===== config.mk =====
export PLATFORM = sky130hd
export DESIGN_NAME = tabp_target
export DESIGN_NICKNAME = d
export VERILOG_FILES = /design/src/hw/rtl/tabp_pkg.sv /design/src/hw/rtl/tabp_target.sv
export SDC_FILE = /design/constraint.sdc
export NUM_CORES = 1
export LEC_CHECK = 0
export BUFFER_PORTS_ARGS = -buffer_cell sky130_fd_sc_hd__buf_4
export CORE_UTILIZATION = 54
export DETAILED_ROUTE_END_ITERATION = 10
export PLACE_DENSITY = 0.85
export SYNTH_ARGS = -nofsm -noshare
export SYNTH_HDL_FRONTEND = slang
export SYNTH_SLANG_ARGS = --single-unit

===== constraint.sdc =====
create_clock -name clk -period 9.8 [get_ports clk]
set_input_delay 0.98 -clock clk [delete_from_list [all_inputs] [get_ports clk]]
set_output_delay 0.98 -clock clk [all_outputs]
set_load 0.02 [all_outputs]

===== src/hw/rtl/tabp_pkg.sv =====
// Shared types, codes and constants of the train air brake pressure model.
// No dependencies; every other file of the block imports this package.
package tabp_pkg;

  typedef enum logic [2:0] {
    CMD_APPLY     = 3'd0,
    CMD_NEUTRAL   = 3'd1,
    CMD_RELEASE   = 3'd2,
    CMD_EMERGENCY = 3'd3,
    CMD_SERVICE   = 3'd4
  } cmd_t;

  typedef enum logic [1:0] {
    MODE_EMERGENCY = 2'd0,
    MODE_SERVICE   = 2'd1,
    MODE_DRIVER    = 2'd2,
    MODE_KEEP      = 2'd3
  } mode_t;

  typedef enum logic [2:0] {
    REG_PIPE_RATE = 3'd0,
    REG_CYL_RATE  = 3'd1,
    REG_SERVICE   = 3'd2,
    REG_RELEASE   = 3'd3,
    REG_DEADBAND  = 3'd4
  } reg_idx_t;

  localparam int CFG_AW = 5;

  localparam logic [13:0] PIPE_RATE_RST = 14'd1000;
  localparam logic [13:0] CYL_RATE_RST  = 14'd2640;
  localparam logic [12:0] SERVICE_RST   = 13'd3500;
  localparam logic [12:0] RELEASE_RST   = 13'd5100;
  localparam logic [9:0]  DEADBAND_RST  = 10'd100;
  localparam logic [12:0] PIPE_RST      = 13'd5100;

  localparam logic [13:0] LOW_SPEED_CMS     = 14'd694;
  localparam logic [13:0] HIGH_SPEED_CMS    = 14'd5970;
  localparam logic [12:0] FULL_APPLY_MBAR   = 13'd4500;
  localparam logic [12:0] FULL_RELEASE_MBAR = 13'd5100;
  localparam logic [11:0] CAP_LOW_MBAR      = 12'd3800;
  localparam logic [11:0] CAP_HIGH_MBAR     = 12'd2600;
  localparam logic [11:0] LEVER_MBAR_PER_PCT = 12'd38;

  typedef struct packed {
    logic [13:0] pipe_rate;
    logic [13:0] cyl_rate;
    logic [12:0] service_target;
    logic [12:0] release_limit;
    logic [9:0]  deadband;
  } cfg_t;

  typedef struct packed {
    logic [9:0]        ms;
    logic [13:0]       speed;
    logic signed [7:0] lever;
    mode_t             mode;
    logic              emerg;
    logic              apply;
    logic              rel;
  } tick_t;

  typedef struct packed {
    logic [13:0]       speed;
    logic signed [7:0] lever;
    mode_t             mode;
    logic              emerg;
    logic              apply;
    logic              rel;
    logic [13:0]       pstep;
    logic [13:0]       cstep;
  } step_t;

  typedef struct packed {
    cmd_t              cmd;
    logic [12:0]       pipe;
    logic [13:0]       speed;
    logic signed [7:0] lever;
    logic [13:0]       cstep;
  } pipe_t;

  typedef struct packed {
    cmd_t        cmd;
    logic [12:0] pipe;
    logic [13:0] cstep;
    logic [11:0] tgt_trailer;
    logic [11:0] tgt_loco;
    logic [11:0] tgt_lever;
  } tgt_t;

  typedef struct packed {
    logic [11:0] shown;
    logic [11:0] lever_cyl;
    logic [11:0] loco_cyl;
    logic [11:0] trailer_cyl;
    logic [12:0] pipe;
    cmd_t        cmd;
  } res_t;

endpackage


===== src/hw/rtl/tabp_target.sv =====
// Cylinder targets from pipe pressure, speed and traction lever.
// Linear formulas are worked on the offset above full apply. Depends on tabp_pkg.
module tabp_target
  import tabp_pkg::*;
(
  input  logic  clk,
  input  logic  rst_n,
  input  logic  in_valid,
  output logic  in_ready,
  input  pipe_t in_pipe,
  output logic  out_valid,
  input  logic  out_ready,
  output tgt_t  out_tgt
);

  localparam logic [31:0] K333    = 32'd5586813;
  localparam logic [23:0] FRAC301 = 24'((64'd301 * 64'd16777216) / 64'd1000);
  localparam logic [23:0] FRAC801 = 24'((64'd801 * 64'd16777216) / 64'd1000);

  logic        vld_r;
  tgt_t        res_r;
  logic        load;
  logic [12:0] p;
  logic [12:0] dwide;
  logic [9:0]  d;
  logic [31:0] prod;
  logic [11:0] q0;
  logic [11:0] d4;
  logic [11:0] d2;
  logic [11:0] lin_lo;
  logic [11:0] lin_hi;
  logic        slow;
  logic        mid;
  logic        full_apply;
  logic        full_rel;
  logic [7:0]  lev_neg;
  logic [6:0]  mag;
  logic [11:0] tgt_trailer;
  logic [11:0] tgt_loco;
  logic [11:0] tgt_lever;

  assign in_ready = !vld_r || out_ready;
  assign load     = in_valid && in_ready;

  assign p     = in_pipe.pipe;
  assign dwide = p - FULL_APPLY_MBAR;
  assign d     = dwide[9:0];
  assign prod  = {22'd0, d} * K333;
  assign q0    = {4'd0, prod[31:24]};
  assign d4    = {d, 2'b00};
  assign d2    = {1'b0, d, 1'b0};

  assign lin_lo = CAP_LOW_MBAR - d4 - d2 - q0 - {11'd0, (prod[23:0] >= FRAC301)};
  assign lin_hi = CAP_HIGH_MBAR - d4 - q0 - {11'd0, (prod[23:0] >= FRAC801)};

  assign slow       = in_pipe.speed < LOW_SPEED_CMS;
  assign mid        = in_pipe.speed < HIGH_SPEED_CMS;
  assign full_apply = p <= FULL_APPLY_MBAR;
  assign full_rel   = p >= FULL_RELEASE_MBAR;

  assign lev_neg = 8'(-in_pipe.lever);

  always_comb begin
    if (in_pipe.lever < -8'sd100) begin
      mag = 7'd100;
    end else if (in_pipe.lever < 8'sd0) begin
      mag = lev_neg[6:0];
    end else begin
      mag = 7'd0;
    end
    tgt_lever = slow ? 12'({5'd0, mag} * LEVER_MBAR_PER_PCT) : 12'd0;

    priority if (full_rel) begin
      tgt_trailer = 12'd0;
    end else if (full_apply) begin
      tgt_trailer = mid ? CAP_LOW_MBAR : CAP_HIGH_MBAR;
    end else begin
      tgt_trailer = mid ? lin_lo : lin_hi;
    end

    priority if (!slow || full_rel) begin
      tgt_loco = 12'd0;
    end else if (full_apply) begin
      tgt_loco = CAP_LOW_MBAR;
    end else begin
      tgt_loco = lin_lo;
    end
  end

  always_ff @(posedge clk) begin
    if (!rst_n) begin
      vld_r <= 1'b0;
    end else if (in_ready) begin
      vld_r <= in_valid;
    end
  end

  always_ff @(posedge clk) begin
    if (load) begin
      res_r.cmd         <= in_pipe.cmd;
      res_r.pipe        <= in_pipe.pipe;
      res_r.cstep       <= in_pipe.cstep;
      res_r.tgt_trailer <= tgt_trailer;
      res_r.tgt_loco    <= tgt_loco;
      res_r.tgt_lever   <= tgt_lever;
    end
  end

  assign out_valid = vld_r;
  assign out_tgt   = res_r;

endmodule


After elaboration in Yosys (flattened, before gate mapping)
Cells that the tools add are included.
- $add $sub $neg: 9
- multiply operators: 2
- div/mod/pow operators: 0
- magnitude comparators: 8
- equality and inequality tests: 0
- shift-type cells: 0
- muxes and demuxes: 6
- bitwise operators: 0
- reductions and logical operators: 6
- operators by type and width (operator ; number):
    12-bit 2-to-1 mux ; 3
    10-bit by 23-bit multiplier with 32-bit output, second input constant ; 1
    24-bit by 23-bit >= comparator with 1-bit output, second input constant ; 1
    24-bit >= comparator, second input constant ; 1
    12-bit by 1-bit subtractor with 12-bit output ; 2
    12-bit subtractor, first input constant ; 2
    12-bit by 8-bit subtractor with 12-bit output ; 2
    14-bit by 10-bit < comparator with 1-bit output, second input constant ; 1
    14-bit by 13-bit < comparator with 1-bit output, second input constant ; 1
    7-bit 2-to-1 mux ; 2
    13-bit >= comparator, second input constant ; 1
    13-bit <= comparator, second input constant ; 1
    12-bit by 11-bit subtractor with 12-bit output ; 1
    7-bit by 5-bit multiplier with 11-bit output, second input constant ; 1
    11-bit 2-to-1 mux ; 1
    10-bit by 9-bit subtractor with 10-bit output, second input constant ; 1
    8-bit by 1-bit < comparator with 1-bit output, second input constant ; 1
    8-bit < comparator, second input constant ; 1
    7-bit negator ; 1
    1-bit logical NOT ; 2
    1-bit logical OR ; 2
    2-bit OR reduction ; 1
    1-bit logical AND ; 1
- bits in registers: 67
- bits in latches: 0
- RAM bits: 0
- memory bits (read-only): 0
- input bits: 56
- output and inout bits: 68
- logic and storage cells: 40
- memories kept: 0

Longest topological paths before layout
Gate-level depths: netlist of the first run.
- depth in word-level cells: 7
- depth in mapped cells: 38
- mapped depth without buffers: 37

Worst setup path after synthesis of the first run
No wires, ideal clock.
- path kind: input to register
- start point: input port in_pipe[38] (netlist bit)
- end point: register res_r, in the netlist out_tgt[35] (data pin)
- library setup time: 0.207 ns
- data arrival time: 9.786 ns
- required time: 9.593 ns
- slack: -0.193 ns
- cell stages on the path: 36
- path buffers: 1
- cells stage by stage: inv_1 > ha_1 > nor2b_1 > o31ai_1 > xnor2_1 > fa_1 > fa_1 > inv_1 > fa_1 > inv_1 > fa_1 > inv_1 > fa_1 > inv_1 > ha_1 > buf_2 > a21oi_1 > o21ai_1 > a221oi_4 > a41oi_2 > or3_1 > a31o_1 > a21oi_2 > xnor2_1 > fa_1 > ha_1 > inv_1 > ha_1 > ha_1 > inv_1 > o21ai_1 > a21oi_1 > o21ai_0 > o41ai_1 > nor4_1 > a2111oi_0
- longest elaborated chain between the ends: 7
- elaborated cells between the ends (all ways): 15
- classes of those cells: add/sub (8); mul (1); order compare (4); mux (2)
- ends and longest elaborated chain (element ; line ; text):
    start, declared ; tabp_target.sv:10 ; input pipe_t in_pipe,
    parallel branches: the longest is 7 deep, another holds 10-bit by 23-bit multiplier with 32-bit output ; n/a ;
    end, declared ; tabp_target.sv:21 ; tgt_t res_r;
Several ways; the timed one is not identified.
A chain may end at the register's enable or synchronous reset.

Final worst setup path of the first run
- start point: input port in_pipe[38] (netlist bit)
- end point: register res_r, in the netlist out_tgt[34] (data pin)
Same word-level chain as after synthesis.

==> results.json, run 1 <==
{
  "dp_hpwl_um": 17900,
  "met1_length_um": 9210,
  "critPathArrivalTime_ps": 9680,
  "synth_edf_count": 65,
  "io-pin-count": 124,
  "syn_to_final_growth_pct": 22.4,
  "cp.required_ps": 9860,
  "crit_path_end_kind": "flop",
  "viasPerCell": 5.61,
  "routabilityCongestion": 0.912,
  "crit_family": "adder cells",
  "insertion_delay_ps": 330,
  "die_w_um": 131,
  "synth_top_area_share_pct": 21.9,
  "crit_start": "in_pipe[38]",
  "synth_largest_area_cell": "ha_1",
  "fin_nets": 1396,
  "synth-xor-area-share_pct": 5.28,
  "hp-class": "reg2reg",
  "finalHoldViolCount": 0,
  "synth_adder_area_share_pct": 40.9,
  "antenna_left": 0,
  "yosysMostFrequentCell": "inv_1",
  "firstDrtPassIters": 6,
  "drcViolationCount": 0,
  "timing.hold.ws_ps": 559,
  "synth-simple-area-share_pct": 9.92,
  "r2r-start": "out_valid$_SDFFE_PN0N_",
  "nFillCells": 1109,
  "cts.sinks": 66,
  "dr_wl_met3_um": 1280,
  "die_area_um2": 17100,
  "cpPeakStageDelay_ps": 580,
  "period_needed_ps": 9620,
  "rows": 46,
  "grt_pass1_vias": 7440,
  "maxSlewViolCount": 0,
  "track_usage_pct": 27.1,
  "start_util_pct": 55.8,
  "synth_nets": 1208,
  "setup_viol": 0,
  "start_kind": "input port",
  "grt_max_degree": 44,
  "cp_num_cells": 33,
  "finClkSkew_ps": 4.12,
  "maxCapViolCount": 0,
  "drive_gt1_share_pct": 21.6,
  "syn-instance-count": 910,
  "cp_max_fo": 9,
  "rr_worst_depth": 3,
  "yosysSeqAreaShare_pct": 22.0,
  "synth_top_family_by_area": "adder cells",
  "cp_num_buf_inv": 6,
  "cts_tree": "yes",
  "ys_top_cells_by_area": "ha_1, edfxtp_1, fa_1",
  "slew_headroom_pct": 30.6,
  "route.met2.wl_um": 11700,
  "core_um2": 16100,
  "cts_buffer_depth": 2,
  "die_h_um": 131,
  "clk_pin_slew_ps": 60,
  "routed_wl_um": 22900,
  "synth-seq-cells": 66,
  "cts_hold_buffers": 0,
  "ys_warn_count": 0,
  "muxShareOfSynthArea_pct": 0.224,
  "synth_compound_area_share_pct": 13.0,
  "num_antenna_cells": 0,
  "worst_pin_slew_ps": 1030,
  "ff2ff_setup_slack_ps": 7900,
  "gr-total-overflow": 0,
  "synth.avg_cell_area_um2": 9.84,
  "outcome": "finished, final reports clean",
  "htreeDepth": 3,
  "top_layer_used": "met4",
  "synth_flop_cell": "edfxtp_1",
  "multi_input_area_um2": 6310,
  "first_iter_violations": 530,
  "grt_pass1_wl_um": 35500,
  "antenna_found_initial": 0,
  "portBuffers": 121,
  "post-route-period-util_pct": 98.2,
  "r2r_end": "out_tgt[52]$_DFFE_PP_",
  "cts_root_buf": "clkbuf_16",
  "wl_per_cell_um": 17.3,
  "async_flop_share_pct": 0,
  "synth.distinct_cells": 72,
  "fmax_mhz": 104,
  "seq_area_um2": 1970,
  "syn_area_um2": 8960,
  "worst_path_max_delay_cell": "fa_1",
  "cp-endpoint": "out_tgt[34]$_SDFFCE_PP0P_",
  "numCtsBuffers": 9,
  "vias": 7406,
  "synth_commonest_cells": "inv_1, ha_1, fa_1",
  "min_path_cells": 2,
  "crit_type": "in2reg",
  "path_common_cell": "fa_1"
}
==> state kept, by name, indices dropped and copies added (netlist names) <==
name       count
out_tgt       65
out_valid      1
==> stage by stage <==
stage | instance area (um2) | TNS [ps] | util [%] | std cells | worst slack [ps]
after floorplan | 8960 | 0 | - | 910 | 10.6
after global placement | 10600 | -93.9 | 66.0 | 1303 | -93.9
after detailed placement | 10600 | -409 | 66.0 | 1303 | -212
after CTS | 10900 | 0 | 67.8 | 1319 | 44.9
after global routing | 11000 | -301 | 68.3 | 1319 | -125
final | 11000 | 0 | 68.3 | 1319 | 180
==> cells by family (layout without fill, tap and decap cells) <==
kind of cell | Yosys count | after routing
XOR/XNOR | 54 | 54
AO/OA/AOI/OAI | 167 | 167
other | 1 | 1
adder cells (fa/ha/maj) | 242 | 242
AND/OR/NAND/NOR | 178 | 178
multiplexers | 2 | 2
buffers and inverters | 200 | 393
flip-flops | 66 | 66
==> final cells by class <==
type | count | share of cell area [%]
tap | 216 | 2.46
clock inverter | 5 | 0.502
sequential | 66 | 18.0
timing repair buffer | 189 | 12.9
inverter | 188 | 6.44
multi-input combinational | 644 | 57.6
clock buffer | 11 | 2.12
==> placed cells by master (no fill, tap or decap), drive strengths merged, types with 5 or more instances in the layout <==
cell,count
xor2,22
o21a,7
and3,6
o21ai,26
fa,85
or2,6
nor2,52
o21bai,8
nand2,38
nor3,13
xnor2,32
edfxtp,65
a211oi,8
a21oi,50
buf,189
a31oi,6
nand3,11
a21o,14
inv,188
a21boi,5
and2,10
clkbuf,11
nor4,7
a211o,5
ha,157
o211ai,5
or3,6
nor2b,7
==> worst register-to-register path: cells and delay by family (launching register included) <==
kind | cells | cell delay [ps]
buf+inv | 1 | 570
flops | 1 | 310
simple gates | 2 | 630
==> layer usage <==
layer  track usage [%]  vias up
li1                  -     3482
met1              33.4     3570
met2              48.5      290
met3              4.85       64
met4              7.84        0
met5                 0        -
==> what timing repair did <==
item / in CTS / in global routing
setup endpoints to repair: 1 / 9
gates resized for setup: 1 / 21
pin swaps: 0 / 8
setup buffers: 0 / 0
==> worst min-delay path by stage <==
stage,from,endpoint,slack [ps]
after floorplan,out_valid$_SDFFE_PN0N_,out_valid$_SDFFE_PN0N_,750
after global placement,out_valid$_SDFFE_PN0N_,out_valid$_SDFFE_PN0N_,510
after detailed placement,out_valid$_SDFFE_PN0N_,out_valid$_SDFFE_PN0N_,540
after CTS,out_valid$_SDFFE_PN0N_,out_valid$_SDFFE_PN0N_,550
after global routing,out_valid$_SDFFE_PN0N_,out_valid$_SDFFE_PN0N_,580
final,out_valid$_SDFFE_PN0N_,out_valid$_SDFFE_PN0N_,560
Power of run 1 is not shown: default switching activity piles up to over one toggle a cycle in this logic, so the estimate is an artifact.
==> run 2: changes to the inputs <==
--- a/config.mk
+++ b/config.mk
@@ -5,10 +5,11 @@
 export SDC_FILE = /design/constraint.sdc
 export NUM_CORES = 1
 export LEC_CHECK = 0
+export ABC_AREA = 1
 export BUFFER_PORTS_ARGS = -buffer_cell sky130_fd_sc_hd__buf_4
-export CORE_UTILIZATION = 54
+export CORE_UTILIZATION = 55
 export DETAILED_ROUTE_END_ITERATION = 10
-export PLACE_DENSITY = 0.85
+export PLACE_DENSITY = 0.86
 export SYNTH_ARGS = -nofsm -noshare
 export SYNTH_HDL_FRONTEND = slang
 export SYNTH_SLANG_ARGS = --single-unit
==> results.json, run 2 <==
{
  "cts_buffer_depth": 2,
  "async_flop_share_pct": 0,
  "core_um2": 16500,
  "crit_type": "in2reg",
  "routed_wl_um": 22400,
  "num_antenna_cells": 0,
  "cts_tree": "yes",
  "r2r-start": "out_valid$_SDFFE_PN0N_",
  "cpPeakStageDelay_ps": 690,
  "io-pin-count": 124,
  "synth-seq-cells": 66,
  "crit_family": "adder cells",
  "fin_area_um2": 10900,
  "grt_pass1_vias": 7928,
  "syn_area_um2": 9270,
  "numCtsBuffers": 9,
  "die_w_um": 132,
  "finClkSkew_ps": 3.53,
  "maxSlewViolCount": 0,
  "htreeDepth": 3,
  "clk_pin_slew_ps": 60,
  "track_usage_pct": 27.3,
  "wl_per_cell_um": 15.3,
  "layout_common_cells": "inv_1, nand2_1, ha_1",
  "drive_gt1_share_pct": 15.2,
  "synth_edf_count": 65,
  "hp-class": "reg2reg",
  "dp_hpwl_um": 18400,
  "period_needed_ps": 9240,
  "cts.sinks": 66,
  "outcome": "finished, final reports clean",
  "min-delay-start": "out_valid$_SDFFE_PN0N_",
  "crit_start": "in_pipe[38]",
  "vias": 7740,
  "maxCapViolCount": 0,
  "final_cell_count_no_fill": 1459,
  "setup_viol": 0,
  "routabilityCongestion": 0.933,
  "cp_num_buf_inv": 11,
  "numPlacedInstances": 1443,
  "rsz0062_at_grt": "false",
  "ys_warn_count": 0,
  "finalHoldViolCount": 0,
  "die_h_um": 132,
  "placed_cell_area_um2": 10500,
  "final.setup.tns_ps": 0,
  "crit_path_end_kind": "flop",
  "gr-total-overflow": 0,
  "critPathArrivalTime_ps": 9330,
  "cp.required_ps": 9890,
  "grt_pass1_wl_um": 37600,
  "worst_path_max_delay_cell": "fa_2",
  "yosysSeqAreaShare_pct": 21.3,
  "largest_reg_flops": 65,
  "timing.hold.ws_ps": 584,
  "grt_max_degree": 51,
  "synth.distinct_cells": 46,
  "antenna_found_initial": 0,
  "ys_top_cells_by_area": "ha_1, edfxtp_1, fa_1",
  "first_iter_violations": 473,
  "portBuffers": 121,
  "cts_root_buf": "clkbuf_16",
  "post-route-period-util_pct": 94.3,
  "synth_flop_cell": "edfxtp_1",
  "antenna_left": 0,
  "final_common_cell": "inv_1",
  "syn-instance-count": 1092,
  "synth_commonest_cells": "inv_1, nand2_1, ha_1",
  "synth_largest_area_cell": "ha_1",
  "postCtsSetupBuffers": 0,
  "synth_nets": 1390,
  "cp_max_fo": 9,
  "insertion_delay_ps": 340,
  "cts_hold_buffers": 0,
  "drcViolationCount": 0,
  "start_util_pct": 56.1,
  "path_common_cell": "inv_1",
  "die_area_um2": 17400,
  "start_kind": "input port",
  "yosysMostFrequentCell": "inv_1",
  "synth.avg_cell_area_um2": 8.49,
  "synth_top_area_share_pct": 21.2,
  "fin_nets": 1532,
  "viasPerCell": 5.31,
  "fmax_mhz": 108,
  "slew_headroom_pct": 47.8,
  "syn_to_final_growth_pct": 17.5,
  "firstDrtPassIters": 7,
  "cts.repair.resized": 0,
  "worst_pin_slew_ps": 783,
  "rows": 47
}
==> run 2: layout make-up <==
cell class                 instances  area [um2]
clock buffer                       9         225
clock inverter                     7         125
fill                            1231        5630
inverter                         270        1020
multi-input combinational        753        6270
sequential                        66        1970
tap                              220         275
timing repair buffer             134        1010
==> run 2: worst min-delay path: cells and delay by family, from the launching register on <==
family | cells | cell delay, ps
simple gates | 1 | 100
compound gates | 1 | 80
flops | 1 | 350
==> run 2: cell families after synthesis <==
kind of cell    Yosys count  share of synthesized area [%]
compound gates          122                           7.98
xor+xnor                 38                           3.67
fa+ha+maj               242                           39.6
buf+inv                 273                           11.2
flops                    66                           21.3
other cells               1                         0.0405
simple gates            350                           16.3
==> run 2: path summary, 6_finish.rpt <==
kind | end | slack [ps] | cells past startpoint
max | out_tgt[33]$_SDFFCE_PP0P_ | 560 | 41
min | out_valid$_SDFFE_PN0N_ | 580 | 2
max reg2reg | out_tgt[51]$_DFFE_PP_ | 7990 | 2
min reg2reg | out_valid$_SDFFE_PN0N_ | 580 | 2
==> run 2: metal layers <==
metal / up-vias / share of wire, % / routed length [um] / global-route usage, %
met1: 3613 / 39 / 8800 / 31.0
li1: 3770 / - / - / -
met2: 282 / 50 / 11300 / 49.0
met3: 75 / 5.3 / 1180 / 4.19
met5: - / 0 / 0 / 0
met4: 0 / 5.1 / 1140 / 15.1
==> run 2: stage by stage <==
stage	utilization, %	setup WS [ps]
6_report	65.9	560
4_1_cts	65.9	470
5_1_grt	65.9	32.6
3_3_place_gp	63.8	478
2_1_floorplan	-	613
3_5_place_dp	63.8	233
Power of run 2 is left out for the same reason.
